==> src/rtl/sed_pkg.sv <==
// ---------------------------------------------------------------------------
// sed_pkg: shared types and constants for the string escape decoder
// Result record, error codes and character codes used by the decoder and
// its result queue.
// ---------------------------------------------------------------------------
`default_nettype none

package sed_pkg;

    // Error codes carried by a result
    localparam logic [2:0] ERR_NONE     = 3'd0;
    localparam logic [2:0] ERR_NO_CLOSE = 3'd1;
    localparam logic [2:0] ERR_EMB_NUL  = 3'd2;
    localparam logic [2:0] ERR_OCT_BIG  = 3'd3;
    localparam logic [2:0] ERR_BAD_HEX  = 3'd4;
    localparam logic [2:0] ERR_UNK_ESC  = 3'd5;

    // Character codes
    localparam logic [7:0] CH_NUL   = 8'h00;
    localparam logic [7:0] CH_BEL   = 8'h07;
    localparam logic [7:0] CH_TAB   = 8'h09;
    localparam logic [7:0] CH_LF    = 8'h0A;
    localparam logic [7:0] CH_VT    = 8'h0B;
    localparam logic [7:0] CH_FF    = 8'h0C;
    localparam logic [7:0] CH_CR    = 8'h0D;
    localparam logic [7:0] CH_QUOTE = 8'h22;
    localparam logic [7:0] CH_ZERO  = 8'h30;
    localparam logic [7:0] CH_SEVEN = 8'h37;
    localparam logic [7:0] CH_NINE  = 8'h39;
    localparam logic [7:0] CH_UA    = 8'h41;
    localparam logic [7:0] CH_UF    = 8'h46;
    localparam logic [7:0] CH_BSL   = 8'h5C;
    localparam logic [7:0] CH_LA    = 8'h61;
    localparam logic [7:0] CH_LF_A  = 8'h66;
    localparam logic [7:0] CH_N     = 8'h6E;
    localparam logic [7:0] CH_T     = 8'h74;
    localparam logic [7:0] CH_V     = 8'h76;
    localparam logic [7:0] CH_X     = 8'h78;

    // Result queue depth and pointer width
    localparam int QDEPTH = 4;
    localparam int QPTR_W = $clog2(QDEPTH);
    localparam int QCNT_W = $clog2(QDEPTH + 1);

    // One result item
    typedef struct packed {
        logic       has_byte;
        logic [7:0] data_byte;
        logic [2:0] error_code;
        logic       literal_done;
        logic       held_back;
        logic       last_of_run;
    } t_result;

endpackage : sed_pkg

`default_nettype wire

==> src/rtl/sed_decode.sv <==
// ---------------------------------------------------------------------------
// sed_decode: escape decoding logic and decode state
// Turns one registered source byte into zero, one or two results and
// advances the decode mode and code accumulator.
// ---------------------------------------------------------------------------
`default_nettype none

module sed_decode (
    input  wire logic             i_clk,
    input  wire logic             i_rst_n,
    input  wire logic             i_advance,
    input  wire logic [7:0]       i_ch,
    input  wire logic             i_at_buffer_end,
    output sed_pkg::t_result      o_res0,
    output sed_pkg::t_result      o_res1,
    output logic [1:0]            o_count
);
    import sed_pkg::*;

    typedef enum logic [2:0] {
        M_NORMAL,
        M_ESC,
        M_CRSPLICE,
        M_OCT1,
        M_OCT2,
        M_HEX0,
        M_HEX1,
        M_DONE
    } t_mode;

    t_mode      r_mode, n_mode;
    logic [8:0] r_acc, n_acc;

    // Normal in-string handling of the current byte
    logic    nb_emit;
    t_result nb_res;
    t_mode   nb_mode;

    // Digit classification
    logic       is_oct;
    logic [2:0] oct_dig;
    logic [8:0] oct_acc;
    logic       is_hex;
    logic [3:0] hex_dig;
    t_result    pend_res;
    t_result    res0, res1;
    logic [1:0] cnt;

    // Classify the byte as octal or hex digit
    always_comb begin
        is_oct  = (i_ch >= CH_ZERO) && (i_ch <= CH_SEVEN);
        oct_dig = i_ch[2:0];
        oct_acc = {r_acc[5:0], oct_dig};
        is_hex  = 1'b0;
        hex_dig = 4'd0;
        if ((i_ch >= CH_ZERO) && (i_ch <= CH_NINE)) begin
            is_hex  = 1'b1;
            hex_dig = i_ch[3:0];
        end else if (((i_ch >= CH_LA) && (i_ch <= CH_LF_A))
                  || ((i_ch >= CH_UA) && (i_ch <= CH_UF))) begin
            is_hex  = 1'b1;
            hex_dig = i_ch[3:0] + 4'd9;
        end
    end

    // Handle the byte as plain string content
    always_comb begin
        nb_emit = 1'b1;
        nb_res  = '0;
        nb_mode = M_NORMAL;
        if (i_at_buffer_end || (i_ch == CH_LF) || (i_ch == CH_CR)) begin
            nb_res.error_code   = ERR_NO_CLOSE;
            nb_res.literal_done = 1'b1;
            nb_res.held_back    = 1'b1;
            nb_mode             = M_DONE;
        end else if (i_ch == CH_BSL) begin
            nb_emit = 1'b0;
            nb_mode = M_ESC;
        end else if (i_ch == CH_QUOTE) begin
            nb_res.literal_done = 1'b1;
            nb_mode             = M_DONE;
        end else if (i_ch == CH_NUL) begin
            nb_res.error_code = ERR_EMB_NUL;
        end else begin
            nb_res.has_byte  = 1'b1;
            nb_res.data_byte = i_ch;
        end
    end

    // Pending escape value emitted ahead of a non-digit byte
    always_comb begin
        pend_res           = '0;
        pend_res.has_byte  = 1'b1;
        pend_res.data_byte = r_acc[7:0];
    end

    // Mode dispatch
    always_comb begin
        n_mode = r_mode;
        n_acc  = r_acc;
        res0   = '0;
        res1   = '0;
        cnt    = 2'd0;
        case (r_mode)
            M_NORMAL: begin
                n_mode = nb_mode;
                n_acc  = '0;
                res0   = nb_res;
                cnt    = {1'b0, nb_emit};
            end
            M_ESC: begin
                n_mode = M_NORMAL;
                n_acc  = '0;
                cnt    = 2'd1;
                if (i_at_buffer_end) begin
                    res0.error_code   = ERR_NO_CLOSE;
                    res0.literal_done = 1'b1;
                    res0.held_back    = 1'b1;
                    n_mode            = M_DONE;
                end else begin
                    res0.has_byte = 1'b1;
                    case (i_ch)
                        CH_N:     res0.data_byte = CH_LF;
                        CH_T:     res0.data_byte = CH_TAB;
                        CH_BSL:   res0.data_byte = CH_BSL;
                        CH_QUOTE: res0.data_byte = CH_QUOTE;
                        CH_V:     res0.data_byte = CH_VT;
                        CH_LF_A:  res0.data_byte = CH_FF;
                        CH_LA:    res0.data_byte = CH_BEL;
                        CH_LF: begin
                            cnt = 2'd0;
                        end
                        CH_CR: begin
                            cnt    = 2'd0;
                            n_mode = M_CRSPLICE;
                        end
                        CH_X: begin
                            cnt    = 2'd0;
                            n_mode = M_HEX0;
                        end
                        default: begin
                            if (is_oct) begin
                                cnt    = 2'd0;
                                n_acc  = {6'd0, oct_dig};
                                n_mode = M_OCT1;
                            end else begin
                                res0.data_byte  = i_ch;
                                res0.error_code = ERR_UNK_ESC;
                            end
                        end
                    endcase
                end
            end
            M_CRSPLICE: begin
                n_acc = '0;
                if (!i_at_buffer_end && (i_ch == CH_LF)) begin
                    n_mode = M_NORMAL;
                end else begin
                    n_mode = nb_mode;
                    res0   = nb_res;
                    cnt    = {1'b0, nb_emit};
                end
            end
            M_OCT1, M_OCT2: begin
                if (!i_at_buffer_end && is_oct) begin
                    if (r_mode == M_OCT1) begin
                        n_acc  = oct_acc;
                        n_mode = M_OCT2;
                    end else begin
                        n_acc  = '0;
                        n_mode = M_NORMAL;
                        cnt    = 2'd1;
                        if (oct_acc[8]) begin
                            res0.error_code = ERR_OCT_BIG;
                        end else begin
                            res0.has_byte  = 1'b1;
                            res0.data_byte = oct_acc[7:0];
                        end
                    end
                end else begin
                    n_acc  = '0;
                    n_mode = nb_mode;
                    res0   = pend_res;
                    res1   = nb_res;
                    cnt    = nb_emit ? 2'd2 : 2'd1;
                end
            end
            M_HEX0: begin
                cnt = 2'd1;
                if (i_at_buffer_end) begin
                    res0.error_code   = ERR_NO_CLOSE;
                    res0.literal_done = 1'b1;
                    res0.held_back    = 1'b1;
                    n_acc             = '0;
                    n_mode            = M_DONE;
                end else if (!is_hex) begin
                    res0.has_byte   = 1'b1;
                    res0.data_byte  = i_ch;
                    res0.error_code = ERR_BAD_HEX;
                    n_acc           = '0;
                    n_mode          = M_NORMAL;
                end else begin
                    cnt    = 2'd0;
                    n_acc  = {5'd0, hex_dig};
                    n_mode = M_HEX1;
                end
            end
            M_HEX1: begin
                n_acc = '0;
                if (!i_at_buffer_end && is_hex) begin
                    n_mode         = M_NORMAL;
                    res0.has_byte  = 1'b1;
                    res0.data_byte = {r_acc[3:0], hex_dig};
                    cnt            = 2'd1;
                end else begin
                    n_mode = nb_mode;
                    res0   = pend_res;
                    res1   = nb_res;
                    cnt    = nb_emit ? 2'd2 : 2'd1;
                end
            end
            default: begin
                // literal ended: drop everything until reset
                cnt = 2'd0;
            end
        endcase
        // mark the final result of this byte
        res0.last_of_run = (cnt == 2'd1);
        res1.last_of_run = 1'b1;
    end

    assign o_res0  = res0;
    assign o_res1  = res1;
    assign o_count = cnt;

    // Hold decode state, advance on each processed byte
    always_ff @(posedge i_clk) begin
        if (!i_rst_n) begin
            r_mode <= M_NORMAL;
            r_acc  <= '0;
        end else if (i_advance) begin
            r_mode <= n_mode;
            r_acc  <= n_acc;
        end
    end

endmodule : sed_decode

`default_nettype wire

==> src/rtl/sed_result_queue.sv <==
// ---------------------------------------------------------------------------
// sed_result_queue: small result queue
// Takes up to two results per cycle and hands out one per transaction.
// ---------------------------------------------------------------------------
`default_nettype none

module sed_result_queue (
    input  wire logic             i_clk,
    input  wire logic             i_rst_n,
    input  wire logic [1:0]       i_push_count,
    input  wire sed_pkg::t_result i_res0,
    input  wire sed_pkg::t_result i_res1,
    output logic                  o_room,
    output logic                  o_valid,
    input  wire logic             i_ready,
    output sed_pkg::t_result      o_res
);
    import sed_pkg::*;

    t_result             r_mem [QDEPTH];
    logic [QPTR_W-1:0]   r_wr, n_wr;
    logic [QPTR_W-1:0]   r_rd, n_rd;
    logic [QCNT_W-1:0]   r_cnt, n_cnt;
    logic                pop;
    logic [QPTR_W-1:0]   wr_next;

    assign o_valid = (r_cnt != '0);
    assign o_res   = r_mem[r_rd];
    assign pop     = o_valid && i_ready;
    assign wr_next = r_wr + QPTR_W'(1);

    // Room for two more results once this cycle's pop is counted
    assign o_room = (r_cnt <= QCNT_W'(QDEPTH - 2))
                 || ((r_cnt == QCNT_W'(QDEPTH - 1)) && pop);

    // Advance pointers and occupancy
    always_comb begin
        n_wr  = r_wr + QPTR_W'(i_push_count);
        n_rd  = pop ? r_rd + QPTR_W'(1) : r_rd;
        n_cnt = r_cnt + QCNT_W'(i_push_count) - QCNT_W'(pop);
    end

    always_ff @(posedge i_clk) begin
        if (!i_rst_n) begin
            r_wr  <= '0;
            r_rd  <= '0;
            r_cnt <= '0;
        end else begin
            r_wr  <= n_wr;
            r_rd  <= n_rd;
            r_cnt <= n_cnt;
        end
    end

    // Write storage
    always_ff @(posedge i_clk) begin
        if (i_push_count != 2'd0) begin
            r_mem[r_wr] <= i_res0;
        end
        if (i_push_count == 2'd2) begin
            r_mem[wr_next] <= i_res1;
        end
    end

endmodule : sed_result_queue

`default_nettype wire

==> src/rtl/string_escape_decoder_unit.sv <==
// ---------------------------------------------------------------------------
// string_escape_decoder_unit: string literal escape decoder
// Takes the bytes of a string literal after its opening quote, one per
// transaction, and delivers the decoded characters and diagnostics.
//
// Each source byte is registered on input and decoded from that register
// once the queue has room; its zero, one or two results go into a
// four-entry result queue. A new byte is taken every cycle while the queue
// has room for two results; the output side delivers one result per cycle
// while the receiver is ready, so a byte that ends an octal or hex escape
// and also yields its own result takes two output transactions. A result
// passes the input register and then the queue before it is offered. After
// the literal has ended, further bytes are taken and dropped until reset.
// ---------------------------------------------------------------------------
`default_nettype none

module string_escape_decoder_unit (
    input  wire logic       i_clk,
    input  wire logic       i_rst_n,
    input  wire logic       i_valid,
    output logic            o_ready,
    input  wire logic [7:0] i_ch,
    input  wire logic       i_at_buffer_end,
    output logic            o_valid,
    input  wire logic       i_ready,
    output logic            o_has_byte,
    output logic [7:0]      o_data_byte,
    output logic [2:0]      o_error_code,
    output logic            o_literal_done,
    output logic            o_held_back,
    output logic            o_last_of_run
);
    import sed_pkg::*;

    logic       r_in_vld;
    logic [7:0] r_in_ch;
    logic       r_in_end;
    logic       room;
    logic       advance;
    t_result    res0, res1, out_res;
    logic [1:0] dec_count;
    logic [1:0] push_count;

    assign advance    = r_in_vld && room;
    assign o_ready    = !r_in_vld || advance;
    assign push_count = advance ? dec_count : 2'd0;

    // Input register
    always_ff @(posedge i_clk) begin
        if (!i_rst_n) begin
            r_in_vld <= 1'b0;
        end else if (o_ready) begin
            r_in_vld <= i_valid;
        end
    end

    always_ff @(posedge i_clk) begin
        if (o_ready && i_valid) begin
            r_in_ch  <= i_ch;
            r_in_end <= i_at_buffer_end;
        end
    end

    sed_decode u_decode (
        .i_clk           (i_clk),
        .i_rst_n         (i_rst_n),
        .i_advance       (advance),
        .i_ch            (r_in_ch),
        .i_at_buffer_end (r_in_end),
        .o_res0          (res0),
        .o_res1          (res1),
        .o_count         (dec_count)
    );

    sed_result_queue u_queue (
        .i_clk        (i_clk),
        .i_rst_n      (i_rst_n),
        .i_push_count (push_count),
        .i_res0       (res0),
        .i_res1       (res1),
        .o_room       (room),
        .o_valid      (o_valid),
        .i_ready      (i_ready),
        .o_res        (out_res)
    );

    // Unpack the result at the head of the queue
    assign o_has_byte     = out_res.has_byte;
    assign o_data_byte    = out_res.data_byte;
    assign o_error_code   = out_res.error_code;
    assign o_literal_done = out_res.literal_done;
    assign o_held_back    = out_res.held_back;
    assign o_last_of_run  = out_res.last_of_run;

endmodule : string_escape_decoder_unit

`default_nettype wire

==> config.mk <==
export PLATFORM = sky130hd
export DESIGN_NAME = string_escape_decoder_unit
export DESIGN_NICKNAME = d
export VERILOG_FILES = /design/src/rtl/sed_pkg.sv /design/src/rtl/sed_decode.sv /design/src/rtl/sed_result_queue.sv /design/src/rtl/string_escape_decoder_unit.sv
export SDC_FILE = /design/constraint.sdc
export NUM_CORES = 1
export LEC_CHECK = 0
export ABC_AREA = 0
export BUFFER_PORTS_ARGS = -buffer_cell sky130_fd_sc_hd__buf_4
export CORE_AREA = 2 2 150 152
export DETAILED_ROUTE_END_ITERATION = 6
export DIE_AREA = 0 0 152 154
export GPL_TIMING_DRIVEN = 0
export HOLD_SLACK_MARGIN = 0.06
export PLACE_DENSITY = 0.35
export SETUP_SLACK_MARGIN = 0.1
export SLEW_MARGIN = 10
export SYNTH_ARGS = -nofsm -noshare
export SYNTH_HDL_FRONTEND = slang
export SYNTH_SLANG_ARGS = --single-unit
export TNS_END_PERCENT = 5
==> constraint.sdc <==
create_clock -name i_clk -period 8 [get_ports i_clk]
set_input_delay 1.2 -clock i_clk [delete_from_list [all_inputs] [get_ports i_clk]]
set_output_delay 1.2 -clock i_clk [all_outputs]
set_load 0.02 [all_outputs]
==> Word level (Yosys, flattened, before mapping) <==
Memory sizes are Yosys's and may differ from the RTL's. A register that Yosys moved wholly into a read port is not among the register bits.
Index checks and enable logic that the tools add are counted.
{ "op_classes": {"addsub": 6, "reduce_logical": 32, "n_mux": 72, "magnitude_cmp": 8, "eq_ne": 19} }
{ "op_table": {"columns": ["operator", "n"], "rows": [
  ["14-bit one-hot mux with 6 select lines", 1],
  ["8-bit one-hot mux with 8 select lines", 1],
  ["8-bit by 7-bit == test with 1-bit output (second input constant)", 7],
  ["12-bit two-way mux", 4],
  ["8-bit two-way mux", 6],
  ["15-bit two-way mux", 3],
  ["9-bit two-way mux", 5],
  ["3-bit two-way mux", 14],
  ["8-bit one-hot mux with 4 select lines", 1],
  ["15-bit one-hot mux with 2 select lines", 1],
  ["2-bit two-way mux", 12],
  ["3-bit one-hot mux with 6 select lines", 1],
  ["8-bit by 4-bit == test with 1-bit output (second input constant)", 2],
  ["8-bit by 7-bit >= comparator with 1-bit output (second input constant)", 2],
  ["8-bit by 6-bit less-or-equal comparator with 1-bit output (second input constant)", 2],
  ["8-bit by 7-bit less-or-equal comparator with 1-bit output (second input constant)", 2],
  ["4-bit two-way mux", 4],
  ["1-bit two-way mux", 14],
  ["13-bit two-way mux", 1],
  ["2-bit one-hot mux with 6 select lines", 1],
  ["1-bit logical AND", 11],
  ["11-bit two-way mux", 1],
  ["10-bit OR reduction", 1],
  ["3-bit by 2-bit == test with 1-bit output (second input constant)", 3],
  ["other kinds (27)", 37]
]} }
{ "totals": {"out_inout_bits": 17, "ram_bits": 60, "input_bits": 13, "n_memories": 1, "reg_bits": 28} }
{ "memory_table": {"columns": ["memory", "words", "word_bits", "rd", "rd_clocked_by_memory_dff", "write_ports", "line_no", "source"], "rows": [
  ["u_queue.r_mem", 4, 15, 1, 1, 2, "sed_result_queue.sv:20", "t_result r_mem [QDEPTH];"]
]} }

==> Longest topological paths before layout <==
{ "logic_depth": {"word_depth": 12, "mapped_depth": 13} }

==> Modules after synthesis <==
A second synthesis with hierarchy kept.
{ "unflattened": {"hier_cells": 493, "hier_area_um2": 5806.8} }
{ "modules_own_cells": {"columns": ["mod", "cells_per_inst", "area_each_um2", "instances"], "rows": [
  ["sed_result_queue", 197, 3548.4, 1],
  ["sed_decode", 279, 1908.1, 1],
  ["string_escape_decoder_unit", 17, 350.3, 1]
]} }

==> Worst setup path before layout <==
Ideal clock, no wire load.
{ "synth_path": {"path_type": "input -> register", "startpoint": "in i_ready", "endpoint": "mem u_queue.r_mem[0][10] (netlist name) (enable)", "slack_ps": 4616, "cell_stages": 7, "arrival_time_ps": 3028, "path_cell_list": "and3b_1 -> nor3b_1 -> o21ai_1 -> nor3_1 -> o31ai_4 -> buf_4 -> nand2_1"} }
{ "synth_rtl": {"columns": ["element", "line_no", "source"], "rows": [
  ["start: declaration", "string_escape_decoder_unit.sv:25", "input wire logic i_ready,"],
  ["end: declaration", "sed_result_queue.sv:20", null]
]} }

==> flow_results.org <==
** Worst setup path
- The worst setup path is captured at a register.
- Data required, critical path :: 7.98 ns
- Destination of the worst register-to-register timing path :: u_queue.r_mem[0][10]
- For this run, the slowest stage of the critical path takes 0.58 ns.
- Cell mode on critical path :: sky130_fd_sc_hd__buf_4
- The signal on the critical path passes through buf_4 > and3b_1 > nor3b_1 > o21ai_1 > nor3_1 > o31ai_4 > buf_4 > nand2_1.
- Worst reg2reg startpoint :: r_in_ch[0]
- Worst path arrival time :: 4.10 ns
- Critical path startpoint category :: input pin
- Of all nets on the critical path, the largest fanout is 13.
- The slowest stage of the critical path is the sky130_fd_sc_hd__nor3b_1 cell.
- The setup check on the worst reg-to-reg path leaves a slack of 3.94 ns.
- Setup Crit Path Kind :: input pin to register
- Logic depth of the worst register-to-register path :: 9

** Global route
- GRT Overall Usage :: 15.7%
- Entering global routing, the biggest net connects 19 pins.
- Remaining global-route overflow :: 0
- Number of antenna violations at the first check in global routing :: 0
- Wire length of the first global-routing pass :: 28100 um
- The via count of the first global-routing pass was 4514.

** CTS
- Gates resized during post-CTS repair numbered 0.
- TritonCTS clock tree :: done
- Clk slew on worst S/H paths :: 0.07 ns
- Hold_buf cts :: 0
- The number of setup buffers added after CTS is 0.
- The clock reaches the later pin of the worst-skew pair after 0.35 ns.
- Number of buffers between clock root and the deepest sink :: 2
- The H-tree was split into 3 levels.
- TritonCTS created 9 clock buffers.
- The tree is rooted in a sky130_fd_sc_hd__clkbuf_16.
- CTS saw 90 sinks.

** Routing
- DR WL/cell :: 22.1 um
- Via total after detailed routing :: 4436
- Detailed-route DRC error count :: 0
- In the routed layout, each cell is associated on average with a via count of 5.40.
- First-pass iteration count of the detailed router :: 5
- Total length of routed wires :: 18200 um
- Drt initial violations :: 473
- In this run the remaining antenna-violating nets after routing total 0.

** Worst hold path
- Worst min path class :: register to register
- Cells on Worst Hold Path :: 1
- The worst hold path begins at u_queue.r_mem[3][0].
- Endpoint, Worst Hold :: u_queue.r_mem[3][0]

** Place
- The wire-length estimate of the detail-placed layout is 13300 um.
- GP Congestion :: 0.829
- Placed instance count :: 806
- Number of port buffers :: 28

** STA
- On the final layout, the worst clock skew is 0.0107 ns.
- Worst Max-Slew Pin Slew :: 1.16 ns
- Setup violations, final :: 0
- Fin Setup TNS :: 0 ns
- Setup repair after global routing missed its margin :: false
- Final count of hold timing violations :: 0
- The worst path uses 51.5% of the clock period.
- After layout, the minimum clock period comes to 4.12 ns.
- Max transition margin :: 22.1%
- Final Max Slew Viols :: 0
- Timing would allow up to 243 MHz.

** Synth
- The number of nets handed over by synthesis was 520.
- In the synthesized netlist the dominant register cell turns out to be sky130_fd_sc_hd__edfxtp_1.
- Synthesis handed over a netlist of 498 instances.
- Proportion of register bits with asynchronous set or reset after synthesis :: 0%
- The number of different library cells used by synthesis comes to 78.
- Synthesis inferred 90 register bits.
- Summing the sequential cell areas from Yosys gives 44.7% of the chip area.
- In this run, synthesis inferred 61 flip-flops with an integrated enable.
- Average cell area after synthesis :: 10.8 sq um
- For this run, the number of Yosys warnings is 0.
- Netlist area before placement :: 5390 sq um

** Power and ir drop
- Overall power consumption :: 1540 uW
- Sw Ratio :: 36.0%
- In this run the static leakage power is 0.00206 uW.
- Share of total power in combinational logic :: 33.0%
- The clock network burns 28.5% of the power.
- Cell Pwr Density :: 246 nW/um^2
- Across the VDD grid, the largest voltage drop is 0.103 mV.
- Cell internal power dissipation :: 985 uW
- The analysis attributes to net switching a power of 553 uW.
- Sequential cell fraction of total power :: 38.5%

** Cells and area
- Fraction of final layout cells with drive strength greater than 1 :: 21.0%
- 0 antenna diodes ended up in the layout.
- Area growth from synthesis to layout :: 15.9%
- Filler-free cell count of the finished design :: 822
- At the end of the flow, the number of nets in the layout was 559.
- Fillers :: 2289

** Floorplan
- Measured along the y axis, the die boundary spans 154 um.
- Placeable core area :: 21700 sq um
- Die X-Extent :: 152 um
- Floorplan row count :: 54
- Total Die Area :: 23400 sq um
- During I/O placement, the number of pins put on the boundary was 30.
- Once the floorplan was initialized, standard cells occupied 24.9% of the core.

** Run
- Number of max-cap violations :: 0

** Status
- The run finished with clean final reports.
[stage by stage]
stage	utilization [%]	hold slack [ns]	area [sq um]	worst slack [ns]
2_1_floorplan	-	0.435	5390	4.62
3_3_place_gp	27.5	0.448	5950	3.51
3_5_place_dp	27.5	0.458	5950	3.51
4_1_cts	28.8	0.476	6250	3.85
5_1_grt	28.8	0.490	6250	3.60
6_report	28.8	0.472	6250	3.88
[cells in the mapped netlist (all sizes together) (3+ instances only)]
library cell / count / area, sq um
a21oi: 14 / 73.8
a221o: 3 / 41.3
a221oi: 5 / 62.6
a22oi: 5 / 37.5
a31oi: 7 / 73.8
a32oi: 4 / 35.0
a41oi: 3 / 45.1
and2: 13 / 81.3
and3: 8 / 50.1
buf: 21 / 136
clkbuf: 10 / 37.5
dfxtp: 29 / 581
edfxtp: 61 / 1830
ha: 8 / 100
inv: 18 / 67.6
mux4: 15 / 338
nand2: 52 / 203
nand2b: 4 / 25.0
nand3: 12 / 70.1
nand4: 5 / 31.3
nand4b: 3 / 26.3
nor2: 24 / 90.1
nor2b: 10 / 62.6
nor3: 8 / 40.0
nor3b: 6 / 45.0
nor4: 4 / 40.0
o211a: 4 / 40.0
o211ai: 7 / 76.3
o21a: 4 / 30.0
o21ai: 21 / 109
o221a: 3 / 33.8
o22ai: 51 / 319
o2bb2ai: 4 / 35.0
o31ai: 7 / 93.8
or3: 4 / 25.0
xnor2: 6 / 52.6
[metal layers]
layer / GRT usage (%) / part of all wire (%) / up-vias
met2: 25.3 / 46 / 152
met3: 2.71 / 4.7 / 38
met5: 0 / 0 / -
met1: 21.0 / 46 / 2194
met4: 6.14 / 2.7 / 0
li1: - / - / 2052
[how the worst max path moves through the flow]
stage | from | end | slack [ns] | cells past startpoint
floorplan | i_ready | u_queue.r_mem[0][10] | 4.62 | 7
global placement | i_ready | u_queue.r_mem[0][9] | 3.51 | 8
detailed placement | i_ready | u_queue.r_mem[0][6] | 3.51 | 8
CTS | i_ready | u_queue.r_mem[0][10] | 3.85 | 8
global route | i_ready | u_queue.r_mem[0][10] | 3.60 | 8
finish | i_ready | u_queue.r_mem[0][10] | 3.88 | 8
[cell type report]
| cell class | instances | area [sq um] | share of cell area (%) |
|---|---|---|---|
| sequential | 90 | 2410 | 38.6 |
| clock buffer | 9 | 225 | 3.60 |
| tap | 280 | 350 | 5.60 |
| buffer | 31 | 174 | 2.78 |
| multi-input combinational | 359 | 2740 | 43.8 |
| timing repair buffer | 28 | 210 | 3.36 |
| inverter | 18 | 67.6 | 1.08 |
| clock inverter | 7 | 73.8 | 1.18 |
[registers in the layout (all words and copies together) (netlist names), named ones only]
signal,cells
r_in_ch,8
r_in_end,1
r_in_vld,1
u_decode.r_acc,8
u_decode.r_mode,3
u_queue.r_cnt,3
u_queue.r_mem,60
u_queue.r_rd,2
u_queue.r_wr,2
[cell usage in the layout (no fill, tap or decap), types with 4 or more instances in the layout]
cell / instances
sky130_fd_sc_hd__edfxtp_1: 61
sky130_fd_sc_hd__o22ai_1: 51
sky130_fd_sc_hd__nand2_1: 49
sky130_fd_sc_hd__buf_4: 34
sky130_fd_sc_hd__dfxtp_1: 29
sky130_fd_sc_hd__nor2_1: 24
sky130_fd_sc_hd__o21ai_0: 19
sky130_fd_sc_hd__inv_1: 17
sky130_fd_sc_hd__mux4_2: 15
sky130_fd_sc_hd__and2_1: 13
sky130_fd_sc_hd__a21oi_1: 13
sky130_fd_sc_hd__clkbuf_1: 10
sky130_fd_sc_hd__buf_2: 10
sky130_fd_sc_hd__nor2b_1: 10
sky130_fd_sc_hd__nand3_1: 10
sky130_fd_sc_hd__clkbuf_16: 9
sky130_fd_sc_hd__nor3_1: 8
sky130_fd_sc_hd__and3_1: 8
sky130_fd_sc_hd__ha_1: 8
sky130_fd_sc_hd__nor3b_1: 6
sky130_fd_sc_hd__xnor2_1: 6
sky130_fd_sc_hd__a31oi_1: 5
sky130_fd_sc_hd__nand4_1: 5
sky130_fd_sc_hd__a22oi_1: 5
sky130_fd_sc_hd__or3_1: 4
sky130_fd_sc_hd__nand2b_1: 4
sky130_fd_sc_hd__o211a_1: 4
sky130_fd_sc_hd__o21a_1: 4
sky130_fd_sc_hd__o211ai_1: 4
sky130_fd_sc_hd__o31ai_1: 4
sky130_fd_sc_hd__a32oi_1: 4
sky130_fd_sc_hd__o2bb2ai_1: 4
[worst max-delay path, delay by kind of cell]
kind,cells,cell delay [ns]
AO/OA/AOI/OAI,2,0.69
buffers and inverters,2,0.33
AND/OR/NAND/NOR,4,1.87
[power by group through the flow]
stage | sequential (uW) | clock (uW) | combinational, uW
floorplan | 587 | 0 | 354
global placement | 601 | 0 | 513
detailed placement | 603 | 0 | 512
CTS | 593 | 445 | 514
global route | 600 | 466 | 557
finish | 592 | 438 | 508
[logic make-up (layout without fill, tap and decap cells)]
kind of cell | Yosys count | after routing | share of synthesized area (%)
buffers and inverters | 49 | 93 | 4.48
muxes | 17 | 17 | 6.68
AOI/OAI and AO/OA | 161 | 161 | 24.0
DFF | 90 | 90 | 44.7
adders and majority gates | 9 | 9 | 2.23
and+or+nand+nor | 165 | 165 | 16.7
xor gates and xnor gates | 7 | 7 | 1.14
(Power assumes the default switching activity.)
